==> config.mk <==
export PLATFORM = sky130hd
export DESIGN_NAME = lrf_cell
export DESIGN_NICKNAME = d
export VERILOG_FILES = /design/src/rtl/lrf_pkg.sv /design/src/rtl/lrf_cell.sv
export SDC_FILE = /design/constraint.sdc
export NUM_CORES = 1
export LEC_CHECK = 0
export ABC_AREA = 1
export BUFFER_PORTS_ARGS = -buffer_cell sky130_fd_sc_hd__buf_2
export CAP_MARGIN = 5
export CORE_MARGIN = 2
export CORE_UTILIZATION = 27
export CTS_BUF_LIST = sky130_fd_sc_hd__clkbuf_8 sky130_fd_sc_hd__clkbuf_16
export CTS_CLUSTER_DIAMETER = 200
export DETAILED_ROUTE_END_ITERATION = 8
export HOLD_SLACK_MARGIN = 0.05
export PLACE_DENSITY = 0.5
export SLEW_MARGIN = 20
export SYNTH_ARGS = -nofsm -noshare
export SYNTH_HDL_FRONTEND = slang
export SYNTH_SLANG_ARGS = --single-unit
==> constraint.sdc <==
create_clock -name clk -period 0.8 [get_ports clk]
set_input_delay 0.16 -clock clk [delete_from_list [all_inputs] [get_ports clk]]
set_output_delay 0.16 -clock clk [all_outputs]
set_load 0.02 [all_outputs]
==> src/rtl/lrf_pkg.sv <==
// lrf_pkg: window geometry, widths, payload types and compare-tree functions
// shared by the local range filter modules; depends on nothing else
package lrf_pkg;

  localparam int WIN_W     = 10;
  localparam int WIN_H     = 10;
  localparam int MAX_COLS  = 1024;
  localparam int ROW_LIMIT = 1024;

  localparam int PIX_W = 8;
  localparam int CFG_W = 11;
  localparam int COL_W = $clog2(MAX_COLS);
  localparam int ROW_W = $clog2(ROW_LIMIT);
  // widths that can hold the clamped frame sizes themselves
  localparam int DIM_W  = (CFG_W > COL_W + 1) ? CFG_W : COL_W + 1;
  localparam int RDIM_W = (CFG_W > ROW_W + 1) ? CFG_W : ROW_W + 1;

  // one line store word holds the WIN_H-1 previous rows of one column
  localparam int LS_W = (WIN_H - 1) * PIX_W;

  localparam int RED_MAXN = (WIN_W > WIN_H) ? WIN_W : WIN_H;
  localparam int RED_LOG  = $clog2(RED_MAXN);
  localparam int RED_N    = 1 << RED_LOG;

  localparam logic [CFG_W-1:0] COLS_RESET = CFG_W'(640);
  localparam logic [CFG_W-1:0] ROWS_RESET = CFG_W'(480);

  localparam int REG_IDX_W = 1;
  localparam logic [REG_IDX_W-1:0] REG_IMAGE_COLS = REG_IDX_W'(0);
  localparam logic [REG_IDX_W-1:0] REG_IMAGE_ROWS = REG_IDX_W'(1);

  typedef struct packed {
    logic [PIX_W-1:0] pixel;
    logic             frame_start;
  } pixel_in_t;

  typedef struct packed {
    logic [PIX_W-1:0] range_value;
    logic             window_full;
    logic             frame_end;
  } result_t;

  // minimum and maximum of one window column
  typedef struct packed {
    logic [PIX_W-1:0] lo;
    logic [PIX_W-1:0] hi;
  } col_mm_t;

  typedef logic [RED_N-1:0][PIX_W-1:0] red_vec_t;

  // balanced compare trees, unused leaves padded by the caller
  function automatic logic [PIX_W-1:0] tree_min(input red_vec_t v);
    red_vec_t t;
    t = v;
    for (int lvl = 0; lvl < RED_LOG; lvl++) begin
      for (int i = 0; i < RED_N / 2; i++) begin
        t[i] = (t[2*i] < t[2*i+1]) ? t[2*i] : t[2*i+1];
      end
    end
    return t[0];
  endfunction

  function automatic logic [PIX_W-1:0] tree_max(input red_vec_t v);
    red_vec_t t;
    t = v;
    for (int lvl = 0; lvl < RED_LOG; lvl++) begin
      for (int i = 0; i < RED_N / 2; i++) begin
        t[i] = (t[2*i] > t[2*i+1]) ? t[2*i] : t[2*i+1];
      end
    end
    return t[0];
  endfunction

endpackage

==> src/rtl/lrf_cell.sv <==
// lrf_cell: one window column cell holding that column's min and max,
// loaded from its right neighbor on each shift; uses lrf_pkg
module lrf_cell (
  input  logic             clk,
  input  logic             rst,
  input  logic             shift,
  input  lrf_pkg::col_mm_t d,
  output lrf_pkg::col_mm_t q
);

  always_ff @(posedge clk) begin
    if (rst) begin
      q <= '0;
    end else if (shift) begin
      q <= d;
    end
  end

endmodule

==> results.tsv, run 1 <==
metric	value	unit
Worst path depth	1	
Post-CTS Setup Bufs	0	
TritonCTS buffer count	3	
wirelength, routed	1380	um
Top FF cell, synth	dfxtp_1	
Final Critical Period	0.858	ns
Worst-path clk slew	0.06	ns
Clock Sink Count	16	
Clk Tree Root Cell	clkbuf_8	
Critical Path Sink Type	output pin	
Area Growth Syn to Fin	58.0	%
Syn Area/Cell	6.64	um2
largest registers	q: 16 flops	
via count	636	
routability congestion estimate	0.629	
routing usage on met2	0.161	
post-route non-filler standard cell count	168	
flop2flop setup slack	0.21	ns
global-route wire length before repair	2200	um
dpl cells	164	
M1 GR Usage	0.131	
port bufs	34	
Internal Power	1.50	mW
Fin. Hold Viols	0	
Via density	3.79	
Synth top area share	0.478	
grt met3 use	0.0361	
Remaining Overflow, GRT	0	
Critical Path End	q[9]	
Critical Path Start Type	register	
Antenna Cells	0	
Top delay family on crit path	flip-flops	
WS Path Type	reg2out	
Sum Neg Setup Slack	-0.786	ns
R2R Path Start	q[4]	
worst setup path startpoint	q[9]	
pwr dens	1880	nW/um2
Final Cell Area	1060	um2
failing checks	setup timing	
Final Core Density	0.440	
max-slew violations	0	
Clock power frac	0.350	
crit-path max FO	2	
status	finished with violations	
Pleak	0.597	nW
Reg with most FFs	q	
Post-DRT Antenna Nets	0	
Post-DP Area	885	um2
Initial Utilization	0.278	
largest area contributor in the netlist	dfxtp_1	
clk buf depth	2	
Post-synth EDFFs	0	
# IOs	35	
synthesized cell area	671	um2
initial antenna violation count	0	
# setup viols final	16	
layout cells sized above 1	0.428	
Critical Path AT	0.70	ns
nets@finish	158	
final period utilization	1.07	
Flop pwr share	0.452	
Clock Skew	0	ns
row count	18	
sequential share of the synthesized area	0.478	
Chip Width	53.8	um
Die ar.	2900	um2
Max-cap violations	0	
TritonCTS clock tree	yes	
FMAX	1170	MHz
CP required	0.64	ns
dpl hpwl	1000	um
maximum VDD drop	1190	uV
reg2reg path depth	2	
CP max stage cell	dfxtp_2	
Pre-antenna DRT Iters	2	
Post-Syn Nets	120	
grt peak-use layer	met2	
drt drc	0	
synth cell count leaders	nand2_1, nor2_1, inv_1	
Clk Latency, worst-skew pair	0.24	ns
DR WL/cell	8.20	um
max reg flops	16	
ys async rst share	0	
Post-CTS Hold Fix Bufs	0	
post-CTS sizing	48	
Synth area leaders	dfxtp_1, nand2_1, nor2_1, inv_1, buf_6	
Synth cell types	7	
RSZ-0062 raised after global routing	true	
min setup slack post-route	-0.0578	ns
Rel. slew slack	0.912	
Yosys warnings	0	
switch share	0.248	
die height	53.8	um
worst hold path type	in2reg	
most common cell in the synthesized netlist	nand2_1	
total power	2.00	mW
largest net degree at the start of global routing	33	
Hold WS	0.198	ns
Cells after Synth	101	
worst slew pin tran	0.133	ns
core region area	2410	um2
Detailed Route Iter0 Violations	2	
pre-CTS WS	0.0634	ns
worst path cell trace	buf_6	
Gate power share	0.198	
Yosys reg bits	16	
Buf+Inv Stages, Crit Path	1	
R2R Path End	q[4]	
CP peak stage delay	0.34	ns
H-Tree Depth	1	
vias in the first global route	564	
Net Switching	495	uW
All-Layer GR Usage	0.105	
==> layout make-up <==
class	count	area (um2)
multi-input combinational	64	245
inverter	17	63.8
timing repair buffer	37	318
clock buffer	4	55.1
tap	30	37.5
fill	265	1350
sequential	16	340
==> kinds of logic (layout without fill, tap and decap cells) <==
| group | after synthesis | in the layout | share of synthesized area |
|---|---|---|---|
| buffers and inverters | 21 | 58 | 0.157 |
| flip-flops | 16 | 16 | 0.478 |
| AND/OR/NAND/NOR | 64 | 64 | 0.366 |
==> how the worst min path moves through the flow <==
stage / slack [ns] / cells past startpoint / from / end
2_1_floorplan: 0.31 / 3 / shift / q[13]
3_3_place_gp: 0.45 / 5 / d[6] / q[6]
3_5_place_dp: 0.45 / 5 / d[2] / q[2]
4_1_cts: 0.19 / 5 / d[0] / q[0]
5_1_grt: 0.21 / 5 / d[5] / q[5]
6_report: 0.20 / 5 / d[7] / q[7]
==> placed cells by master, fill, tap and decap left out <==
master and n:
inv_1 17, nor2_2 2, buf_4 1, buf_2 18
buf_6 16, nand2_1 32, buf_12 2, clkbuf_8 4
nor2_1 30, dfxtp_2 16
==> power by group through the flow <==
stage	combinational [mW]	sequential, mW	clock (mW)
after floorplan	0.138	0.965	0
after global placement	0.331	0.896	0
after detailed placement	0.336	0.897	0
after CTS	0.401	0.904	0.734
after global routing	0.436	0.911	0.767
final	0.396	0.903	0.698
==> metal layers <==
metal	share of wire	routed length, um	vias to the layer above
li1	-	-	356
met1	0.48	665	258
met5	0	0	-
met3	0.094	130	0
met4	0	0	0
met2	0.42	581	22
(Power assumes the default switching activity.)
==> inputs of run 2 (changes only) <==
--- a/config.mk
+++ b/config.mk
@@ -16,4 +16,5 @@
 export HOLD_SLACK_MARGIN = 0.05
 export PLACE_DENSITY = 0.5
+export SKIP_LAST_GASP = 1
 export SLEW_MARGIN = 20
 export SYNTH_ARGS = -nofsm -noshare
==> constraint.sdc (replaced) <==
create_clock -name clk -period 0.8 [get_ports clk]
set_input_delay 0.16 -clock clk [delete_from_list [all_inputs] [get_ports clk]]
set_output_delay 0.16 -clock clk [all_outputs]
set_load 0.1 [all_outputs]
==> results.tsv, run 2 (same netlist as run 1, synthesis figures left out) <==
metric	value	unit
CP required	0.64	ns
wirelength, routed	1290	um
Clock Skew	0	ns
Pleak	0.634	nW
Internal Power	1.49	mW
largest registers	q: 16 flops	
initial antenna violation count	0	
post-CTS sizing	0	
H-Tree Depth	1	
worst path cell trace	buf_12	
via count	634	
drt drc	0	
TritonCTS buffer count	3	
CP peak stage delay	0.36	ns
Antenna Cells	0	
crit-path max FO	2	
All-Layer GR Usage	0.0999	
# IOs	35	
Post-DP Area	1180	um2
vias in the first global route	510	
Final Cell Area	1220	um2
FMAX	1070	MHz
WS Path Type	reg2out	
Post-CTS Hold Fix Bufs	0	
min setup slack post-route	-0.137	ns
Chip Width	53.8	um
Detailed Route Iter0 Violations	3	
maximum VDD drop	1930	uV
Post-CTS Setup Bufs	0	
final period utilization	1.17	
routability congestion estimate	0.569	
layout cells sized above 1	0.416	
max-slew violations	0	
largest net degree at the start of global routing	33	
RSZ-0062 raised after global routing	true	
Remaining Overflow, GRT	0	
worst slew pin tran	0.125	ns
DR WL/cell	7.71	um
Final Critical Period	0.937	ns
dpl hpwl	972	um
Clk Latency, worst-skew pair	0.24	ns
TritonCTS clock tree	yes	
Die ar.	2900	um2
Area Growth Syn to Fin	82.3	%
pwr dens	1900	nW/um2
Clk Tree Root Cell	clkbuf_8	
Reg with most FFs	q	
Rel. slew slack	0.916	
Post-DRT Antenna Nets	0	
Flop pwr share	0.386	
area of the multi-input gates	245	um2
Via density	3.80	
Critical Path AT	0.78	ns
Net Switching	840	uW
flop2flop setup slack	0.19	ns
Critical Path Start Type	register	
most frequent cells in the layout	nand2_1, nor2_1, buf_2, buf_12, inv_1	
Top delay family on crit path	flip-flops	
Critical Path Sink Type	output pin	
Gate power share	0.356	
Worst-path clk slew	0.06	ns
row count	18	
Final Core Density	0.507	
worst hold path type	in2reg	
Filler Cells Inserted	245	
port bufs	34	
register area	380	um2
Initial Utilization	0.278	
clk buf depth	2	
die height	53.8	um
global-route wire length before repair	2080	um
Pre-antenna DRT Iters	4	
Buf+Inv Stages, Crit Path	1	
nets@finish	157	
most common cell after layout, fill and taps aside	nand2_1	
# setup viols final	16	
Clock Sink Count	16	
core region area	2410	um2
max reg flops	16	
Clock power frac	0.258	
status	finished with violations	
switch share	0.361	
Max-cap violations	0	
CP max stage cell	dfxtp_4	
failing checks	setup timing	
Fin. Hold Viols	0	
## run 2: repair_timing
action                                  4_1_cts  5_1_grt
endpoints found under the setup margin       16       16
cloned                                        0        0
pin swaps                                     0        0
## run 2: through the flow
step | setup TNS [ns] | hold slack [ns] | power (mW) | cells | setup slack, ns
2_1_floorplan | 0 | 0.305 | 1.43 | 101 | 0.0462
3_3_place_gp | 0 | 0.443 | 1.75 | 163 | 0.0840
3_5_place_dp | 0 | 0.451 | 1.75 | 163 | 0.0694
4_1_cts | -2.28 | 0.187 | 2.37 | 167 | -0.147
5_1_grt | -2.54 | 0.201 | 2.47 | 167 | -0.165
6_report | -2.07 | 0.190 | 2.33 | 167 | -0.137
## run 2: layout make-up
class,instances,area share
repair buffers,36,0.368
flip-flops and latches,16,0.311
multi-input cells,64,0.201
inverters,17,0.0522
clock buffers,3,0.0338
well taps,30,0.0307
clock inverters,1,0.00307
## run 2: worst paths after layout
kind,end,cells after the start,start
setup / recovery,q[0],1,q[0]
hold reg to reg,q[10],2,q[10]
setup reg to reg,q[4],2,q[4]
hold / removal,q[11],5,d[11]
## run 2: power groups by stage
stage / clock network [mW] / logic (mW) / registers [mW]
6_report: 0.600 / 0.828 / 0.899
5_1_grt: 0.688 / 0.872 / 0.906
4_1_cts: 0.637 / 0.835 / 0.902
3_5_place_dp: 0 / 0.834 / 0.918
3_3_place_gp: 0 / 0.829 / 0.917
2_1_floorplan: 0 / 0.138 / 1.29
## run 2: layer usage
| layer | track usage | wire, um | vias up |
|---|---|---|---|
| met5 | 0 | 0 | - |
| met4 | 0.0128 | 0 | 0 |
| met3 | 0.0500 | 136 | 0 |
| met2 | 0.152 | 546 | 27 |
| met1 | 0.129 | 604 | 246 |
| li1 | - | - | 361 |
